### config.mk
export PLATFORM = sky130hd
export DESIGN_NAME = shuffled_lcg_random_generator
export DESIGN_NICKNAME = d
export VERILOG_FILES = /design/src/rtl/srng_pkg.sv /design/src/rtl/srng_ram.sv /design/src/rtl/srng_slot_div.sv /design/src/rtl/shuffled_lcg_random_generator.sv
export SDC_FILE = /design/constraint.sdc
export NUM_CORES = 2
export LEC_CHECK = 0
export BUFFER_PORTS_ARGS = -buffer_cell sky130_fd_sc_hd__buf_4
export CORE_ASPECT_RATIO = 0.5
export CORE_MARGIN = 5
export CORE_UTILIZATION = 45
export CTS_BUF_LIST = sky130_fd_sc_hd__clkbuf_8
export CTS_CLUSTER_SIZE = 12
export DETAILED_ROUTE_END_ITERATION = 16
export MAX_ROUTING_LAYER = met4
export SETUP_SLACK_MARGIN = 0.4
export SLEW_MARGIN = 40
export SYNTH_ARGS = -nofsm -noshare
export SYNTH_HDL_FRONTEND = slang
export SYNTH_SLANG_ARGS = --single-unit
### constraint.sdc
create_clock -name clk -period 13.75 [get_ports clk]
set_input_delay 2.0625 -clock clk [delete_from_list [all_inputs] [get_ports clk]]
set_output_delay 2.0625 -clock clk [all_outputs]
set_load 0.01 [all_outputs]
### src/rtl/srng_pkg.sv
// Shared constants and the generator step for the shuffled random generator.
// No dependencies; imported by the slot divider and the top level.
`default_nettype none

package srng_pkg;

  localparam int unsigned DATA_W = 31;
  localparam logic [DATA_W-1:0] LCG_MOD  = 31'h7FFF_FFFF;
  localparam logic [14:0]       LCG_MULT = 15'd16807;
  localparam logic [DATA_W-1:0] SEED_DEF = 31'd1;

  // Control state of the draw sequencer
  typedef enum logic [5:0] {
    S_IDLE  = 6'b000001,
    S_WARM  = 6'b000010,
    S_DIVGO = 6'b000100,
    S_DIVWT = 6'b001000,
    S_READ  = 6'b010000,
    S_WRITE = 6'b100000
  } srng_state_t;

  // One generator step: g * 16807 mod (2^31 - 1), folded instead of divided
  function automatic logic [DATA_W-1:0] lcg_next(input logic [DATA_W-1:0] g);
    logic [45:0]     prod;
    logic [DATA_W:0] fold;
    prod = 46'(g) * 46'(LCG_MULT);
    fold = {1'b0, prod[DATA_W-1:0]} + (DATA_W+1)'(prod[45:DATA_W]);
    if (fold >= {1'b0, LCG_MOD}) begin
      fold = fold - {1'b0, LCG_MOD};
    end
    return fold[DATA_W-1:0];
  endfunction

endpackage

`default_nettype wire

### src/rtl/srng_ram.sv
// Generic single-write, single-read RAM with registered read data.
// No dependencies; holds the shuffle table.
`default_nettype none

module srng_ram #(
  parameter int WIDTH = 31,
  parameter int DEPTH = 32
) (
  input  wire logic                     clk,
  input  wire logic                     we,
  input  wire logic [$clog2(DEPTH)-1:0] waddr,
  input  wire logic [WIDTH-1:0]         wdata,
  input  wire logic                     re,
  input  wire logic [$clog2(DEPTH)-1:0] raddr,
  output logic      [WIDTH-1:0]         rdata
);

  logic [WIDTH-1:0] mem [DEPTH];

  // Write port
  always_ff @(posedge clk) begin
    if (we) begin
      mem[waddr] <= wdata;
    end
  end

  // Registered read port, holds when idle
  always_ff @(posedge clk) begin
    if (re) begin
      rdata <= mem[raddr];
    end
  end

endmodule

`default_nettype wire

### src/rtl/srng_slot_div.sv
// Three-stage divider: slot = prev / (1 + (2^31 - 2) / TABLE_DEPTH).
// Uses srng_pkg; reciprocal multiply, back-multiply, one-step correction.
`default_nettype none

module srng_slot_div
  import srng_pkg::*;
#(
  parameter int TABLE_DEPTH = 32
) (
  input  wire logic                           clk,
  input  wire logic                           rst_n,
  input  wire logic                           start,
  input  wire logic [DATA_W-1:0]              prev,
  output logic                                done,
  output logic      [$clog2(TABLE_DEPTH)-1:0] slot
);

  localparam int    AW       = $clog2(TABLE_DEPTH);
  localparam longint SLOT_DIV = 64'd1 + (64'd2147483646 / TABLE_DEPTH);
  localparam int    SHIFT    = 40;
  localparam longint RECIP    = (64'd1 << SHIFT) / SLOT_DIV;
  localparam int    RW       = $clog2(RECIP + 1);
  localparam int    PROD_W   = DATA_W + RW;

  logic [2:0]        vld_r;
  logic [AW-1:0]     q0_r, q1_r;
  logic [DATA_W-1:0] prev0_r, prev1_r;
  logic [DATA_W-1:0] qd_r;
  logic [AW-1:0]     slot_r;
  logic [PROD_W-1:0] est;
  logic [DATA_W-1:0] rem;
  logic [AW:0]       q_inc;
  logic [AW:0]       q_fix;

  // Stage valids
  always_ff @(posedge clk) begin
    if (!rst_n) begin
      vld_r <= '0;
    end else begin
      vld_r <= {vld_r[1:0], start};
    end
  end

  // Stage 0: quotient estimate, low by at most one
  assign est = PROD_W'(prev) * PROD_W'(RECIP);

  always_ff @(posedge clk) begin
    if (start) begin
      q0_r    <= est[SHIFT +: AW];
      prev0_r <= prev;
    end
  end

  // Stage 1: multiply the estimate back
  always_ff @(posedge clk) begin
    if (vld_r[0]) begin
      qd_r    <= DATA_W'(DATA_W'(q0_r) * DATA_W'(SLOT_DIV));
      q1_r    <= q0_r;
      prev1_r <= prev0_r;
    end
  end

  // Stage 2: bump the estimate when the remainder reaches the divisor, clamp
  assign rem   = prev1_r - qd_r;
  assign q_inc = (AW+1)'(q1_r) + (AW+1)'(1);
  assign q_fix = (rem >= DATA_W'(SLOT_DIV)) ? q_inc : (AW+1)'(q1_r);

  always_ff @(posedge clk) begin
    if (vld_r[1]) begin
      if (q_fix >= (AW+1)'(TABLE_DEPTH)) begin
        slot_r <= AW'(TABLE_DEPTH - 1);
      end else begin
        slot_r <= q_fix[AW-1:0];
      end
    end
  end

  assign done = vld_r[2];
  assign slot = slot_r;

endmodule

`default_nettype wire

### src/rtl/shuffled_lcg_random_generator.sv
// Shuffled minimal-standard random generator, top level.
// Uses srng_pkg, srng_ram (shuffle table) and srng_slot_div (slot index).
//
// Usage:
//   Input channel (in_valid/in_ready, in_reseed): each beat requests one
//   draw. in_reseed = 1 restarts generator and table from the seed before
//   drawing. Result channel (out_valid/out_ready, out_random_value): one
//   beat per request, value in 1 .. 2^31 - 2, in request order.
//   cfg_wr_en/cfg_wr_data write the seed; write only while idle.
// Timing:
//   A draw runs from accept to the next accept through a table read,
//   the write back, then the three-stage slot divider that turns the new
//   output into the next table address. The result is registered at
//   the write back. A warm-up (first request after reset, or reseed) adds
//   TABLE_DEPTH + EXTRA_WARMUP generator steps, one per cycle, plus one
//   divider pass.
// Reset:
//   Seed returns to 1, the table is marked empty, so the next request
//   warms up. No clearing pass is needed.
// Stall:
//   A finished result waits in the output register; the next request is
//   still accepted and stalls only at its write-back until out_ready.
`default_nettype none

module shuffled_lcg_random_generator
  import srng_pkg::*;
#(
  parameter int TABLE_DEPTH  = 32,
  parameter int EXTRA_WARMUP = 8
) (
  input  wire logic              clk,
  input  wire logic              rst_n,
  input  wire logic              in_valid,
  output logic                   in_ready,
  input  wire logic              in_reseed,
  output logic                   out_valid,
  input  wire logic              out_ready,
  output logic      [DATA_W-1:0] out_random_value,
  input  wire logic              cfg_wr_en,
  input  wire logic [DATA_W-1:0] cfg_wr_data
);

  localparam int AW   = $clog2(TABLE_DEPTH);
  localparam int CW   = $clog2(TABLE_DEPTH + EXTRA_WARMUP + 1);
  localparam int LAST = TABLE_DEPTH + EXTRA_WARMUP - 1;

  srng_state_t       state_r, state_nxt;
  logic [DATA_W-1:0] seed_r;
  logic [DATA_W-1:0] gen_r;
  logic [DATA_W-1:0] prev_r;
  logic              tbl_ready_r;
  logic              pend_r;
  logic [CW-1:0]     cnt_r;
  logic [AW-1:0]     slot_r;
  logic              out_valid_r;
  logic [DATA_W-1:0] out_value_r;

  logic              in_fire;
  logic              need_warm;
  logic              out_free;
  logic              wr_fire;
  logic              warm_wr;
  logic [DATA_W-1:0] gen_step;
  logic [DATA_W-1:0] seed_fix;
  logic              ram_we;
  logic [AW-1:0]     ram_waddr;
  logic [DATA_W-1:0] ram_wdata;
  logic [DATA_W-1:0] ram_rdata;
  logic              div_start;
  logic              div_done;
  logic [AW-1:0]     div_slot;

  assign in_ready  = (state_r == S_IDLE);
  assign in_fire   = in_valid && in_ready;
  assign need_warm = in_reseed || !tbl_ready_r;
  assign out_free  = !out_valid_r || out_ready;
  assign wr_fire   = (state_r == S_WRITE) && out_free;
  assign warm_wr   = (state_r == S_WARM) && (cnt_r < CW'(TABLE_DEPTH));
  assign gen_step  = lcg_next(gen_r);
  assign div_start = (state_r == S_DIVGO);

  // Force a stuck seed to 1
  assign seed_fix = (seed_r == '0 || seed_r == LCG_MOD) ? SEED_DEF : seed_r;

  // Seed register
  always_ff @(posedge clk) begin
    if (!rst_n) begin
      seed_r <= SEED_DEF;
    end else if (cfg_wr_en) begin
      seed_r <= cfg_wr_data;
    end
  end

  // Sequencer next state
  always_comb begin
    state_nxt = state_r;
    unique case (state_r)
      S_IDLE:  if (in_fire) state_nxt = need_warm ? S_WARM : S_READ;
      S_WARM:  if (cnt_r == '0) state_nxt = S_DIVGO;
      S_DIVGO: state_nxt = S_DIVWT;
      S_DIVWT: if (div_done) state_nxt = pend_r ? S_READ : S_IDLE;
      S_READ:  state_nxt = S_WRITE;
      S_WRITE: if (out_free) state_nxt = S_DIVGO;
      default: state_nxt = S_IDLE;
    endcase
  end

  always_ff @(posedge clk) begin
    if (!rst_n) begin
      state_r     <= S_IDLE;
      tbl_ready_r <= 1'b0;
      pend_r      <= 1'b0;
    end else begin
      state_r <= state_nxt;
      if (in_fire) begin
        pend_r <= 1'b1;
      end else if (wr_fire) begin
        pend_r <= 1'b0;
      end
      if (state_r == S_WARM && cnt_r == '0) begin
        tbl_ready_r <= 1'b1;
      end
    end
  end

  // Generator, warm-up counter and previous output
  always_ff @(posedge clk) begin
    if (!rst_n) begin
      gen_r  <= '0;
      prev_r <= '0;
      cnt_r  <= '0;
    end else begin
      if (in_fire && need_warm) begin
        gen_r <= seed_fix;
        cnt_r <= CW'(LAST);
      end
      if (state_r == S_WARM) begin
        gen_r <= gen_step;
        cnt_r <= cnt_r - CW'(1);
        if (cnt_r == '0) begin
          prev_r <= gen_step;
        end
      end
      if (state_r == S_READ) begin
        gen_r <= gen_step;
      end
      if (wr_fire) begin
        prev_r <= ram_rdata;
      end
    end
  end

  // Latch the slot for the next draw
  always_ff @(posedge clk) begin
    if (state_r == S_DIVWT && div_done) begin
      slot_r <= div_slot;
    end
  end

  // Output register
  always_ff @(posedge clk) begin
    if (!rst_n) begin
      out_valid_r <= 1'b0;
    end else if (wr_fire) begin
      out_valid_r <= 1'b1;
    end else if (out_ready) begin
      out_valid_r <= 1'b0;
    end
  end

  always_ff @(posedge clk) begin
    if (wr_fire) begin
      out_value_r <= ram_rdata;
    end
  end

  assign out_valid        = out_valid_r;
  assign out_random_value = out_value_r;

  // Table write: warm-up fill or refill of the drawn slot
  assign ram_we    = warm_wr || wr_fire;
  assign ram_waddr = (state_r == S_WARM) ? cnt_r[AW-1:0] : slot_r;
  assign ram_wdata = (state_r == S_WARM) ? gen_step : gen_r;

  srng_ram #(
    .WIDTH (DATA_W),
    .DEPTH (TABLE_DEPTH)
  ) u_table (
    .clk   (clk),
    .we    (ram_we),
    .waddr (ram_waddr),
    .wdata (ram_wdata),
    .re    (state_r == S_READ),
    .raddr (slot_r),
    .rdata (ram_rdata)
  );

  srng_slot_div #(
    .TABLE_DEPTH (TABLE_DEPTH)
  ) u_slot_div (
    .clk   (clk),
    .rst_n (rst_n),
    .start (div_start),
    .prev  (prev_r),
    .done  (div_done),
    .slot  (div_slot)
  );

endmodule

`default_nettype wire

==> qor.csv <==
stage,metric,value,unit
run_status,outcome,completed,
synthesis,post-synthesis cell type count,88,
synthesis,Mean Syn Cell Area,17.0,um^2
synthesis,Synth area leader,edfxtp_1,
critical_path,slowest library cell on the worst path,dfxtp_1,
synthesis,asr flop ratio synth,0,
route,routed vias/inst,5.85,
clocking,clk sink count,1159,
floorplan,I/O Pins,70,
clocking,Max clock buf depth,3,
route,remaining routing DRC violations,0,
clocking,number of CTS-inserted buffers,162,
global_route,largest net degree at the start of global routing,66,
placed_design,# port buffers,69,
placed_design,hpwl dp,86.8,mm
timing,"Slew Viols, Final",0,
critical_path,crit path DAT,13.27,ns
global_route,Overflow after GRT,0,
synthesis,Post-synth EDFFs,1074,
route,DR pass1 iterations,5,
timing,worst-margin pin slew,0.908,ns
global_route,GRT Util Overall,0.230,
timing,Slew HR,0.389,
critical_path,RR Startpoint,gen_r[14],
finish,layout cell share with drive strength beyond 1,0.232,
timing,fin worst setup slack,1.09,ns
finish,Final Cell Area,60000,um^2
clocking,Clock Latency Late Sink,0.86,ns
hold_path,hold wc startpoint,u_slot_div.prev1_r[30],
timing,worst clock skew,0.0505,ns
clocking,hold buffer count at cts,0,
critical_path,critical setup path kind,register to register,
critical_path,CP max stage delay,0.65,ns
timing,f_max,0.0790,GHz
timing,RSZ-0062 raised after global routing,false,
critical_path,CP Launch Point,gen_r[14],
clocking,H-tree levels,4,
floorplan,row cnt,89,
timing,setup violators final,0,
synthesis,ys flop type,edfxtp_1,
timing,fin crit share,0.921,
global_route,vias in the first global route,30167,
route,via count,29661,
floorplan,die height,254,um
clocking,Post-CTS Setup Bufs,0,
synthesis,YS warnings,0,
floorplan,die area,127000,um^2
synthesis,Yosys top cell area share,0.601,
job,max_cap viols,0,
critical_path,Most common cell on crit path,fa_1,
synthesis,cell with the most instances after synthesis,edfxtp_1,
finish,Nets,3739,
floorplan,core box area,118000,um^2
placed_design,Post-Place Cell Area,57100,um^2
placed_design,pre-CTS WS,1.30,ns
critical_path,startpoint type of the worst setup path,register,
synthesis,Syn Nets,3524,
route,Post-DRT Antenna Nets,0,
timing,setup TNS,0,ns
placed_design,routability cong.,0.946,
route,Avg WL per Cell,27.8,um
global_route,first-pass GRT wire length,207,mm
floorplan,chip width,498,um
finish,Util after Layout,0.508,
critical_path,Crit Path Max Fanout,32,
hold_path,worst hold-check path type,register to register,
clocking,clock-pin transition on the worst setup and hold timing paths,0.07,ns
floorplan,Initial Util,0.454,
clocking,Clk Tree Root Cell,clkbuf_8,
synthesis,most frequent cells after synthesis,"edfxtp_1, mux4_2, inv_1",
timing,final-report hold violation count,0,
synthesis,synthesized cell area,53600,um^2
synthesis,"Seq/Total Area, Yosys",0.633,
route,1st-iter DRT viols,3258,
clocking,cts repair resizes,0,
clocking,CTS tree,yes,
finish,area grow syn2layout,11.8,%
synthesis,Synth area leaders,"edfxtp_1, mux4_2, fa_1",
critical_path,Critical Path RT,14.36,ns
global_route,initial antenna violation count,7,
synthesis,"FF+latch count, synth",1159,
synthesis,Synth Instances,3148,
route,routed wire length,141,mm
critical_path,Worst setup EP type,register,
finish,# fillers,9663,
timing,min cycle time layout,12.66,ns
[final timing paths]
kind	to	slack (ns)	depth (start not counted)
hold reg to reg	u_slot_div.slot[4]	0.42	0
setup / recovery	u_table.mem[2][9]	1.09	38
hold / removal	u_slot_div.slot[4]	0.42	0
setup reg to reg	u_table.mem[2][9]	1.09	38
[per-layer routing]
metal / wire length [um] / up-vias / global-route usage
li1: - / 12644 / -
met1: 63200 / 15655 / 0.332
met2: 64900 / 1170 / 0.346
met3: 9950 / 192 / 0.0336
met4: 3060 / 0 / 0.0633
met5: 0 / - / -
[cell usage in the layout (no fill, tap or decap), drive strengths merged, types with 6 or more instances in the layout]
| master | count |
|---|---|
| and3 | 14 |
| o21ai | 77 |
| o21a | 13 |
| clkbuf | 169 |
| a21o | 17 |
| fa | 134 |
| mux2 | 32 |
| o211ai | 9 |
| and4 | 9 |
| ha | 205 |
| a211oi | 12 |
| a221oi | 9 |
| and2 | 22 |
| nor4 | 14 |
| mux2i | 34 |
| a21oi | 94 |
| o31ai | 19 |
| edfxtp | 1074 |
| nor3b | 7 |
| clkinv | 33 |
| nand3 | 32 |
| a21boi | 6 |
| xnor2 | 41 |
| dfxtp | 85 |
| nand2 | 101 |
| nor2b | 13 |
| xor2 | 31 |
| or3 | 11 |
| nand2b | 14 |
| inv | 374 |
| buf | 173 |
| nand3b | 10 |
| nor2 | 128 |
| mux4 | 310 |
| nand4 | 24 |
| a22oi | 8 |
| nor3 | 28 |
| or2 | 8 |
| a31oi | 16 |
[sequential cells by signal, indices dropped and copies added, names as in the netlist, 3 cells and up]
signal              cells
u_slot_div.q0_r         5
state_r                 6
slot_r                  5
u_slot_div.slot         5
prev_r                  5
out_random_value       31
cnt_r                   6
u_table.mem           992
u_table.rdata          31
seed_r                 31
u_slot_div.prev1_r      5
gen_r                  31
u_slot_div.vld_r        3
[logic make-up (layout without fill, tap and decap cells)]
kind of cell	Yosys count	count (layout)	synth area share
AO/OA/AOI/OAI	334	334	0.0418
XOR/XNOR	72	72	0.0118
adder cells (fa/ha/maj)	339	339	0.0978
buffers and inverters	421	753	0.0299
flip-flops	1159	1159	0.633
multiplexers	376	376	0.143
other	0	1	0
AND/OR/NAND/NOR	447	447	0.0426
[area by class of cell]
cell class / count / area, um^2 / area share
clock inverter: 112 / 567 / 0.00945
timing repair buffer: 173 / 1390 / 0.0232
antenna: 1 / 2.50 / 0.0000417
inverter: 299 / 1120 / 0.0188
clock buffer: 169 / 2330 / 0.0388
sequential: 1159 / 34000 / 0.566
tap: 1592 / 1990 / 0.0332
multi-input combinational: 1568 / 18600 / 0.310
[per-stage QoR]
| step | cells | hold slack [ns] |
|---|---|---|
| 2_1_floorplan | 3148 | 0.400 |
| 3_3_place_gp | 4780 | 0.402 |
| 3_5_place_dp | 4791 | 0.405 |
| 4_1_cts | 5072 | 0.417 |
| 5_1_grt | 5073 | 0.422 |
| 6_report | 5073 | 0.417 |
[worst max-delay path: cells and delay by family, from the launching register on]
kind | cells | cell delay [ns]
DFF | 1 | 0.65
and+or+nand+nor | 7 | 2.04
AOI/OAI and AO/OA | 16 | 4.75
buffers and inverters | 5 | 0.85
xor gates and xnor gates | 2 | 0.40
adders and majority gates | 8 | 3.68
Power is left out: the tool's default activity adds up to more than one toggle a clock period on the data nets, which glitch-free logic cannot reach.
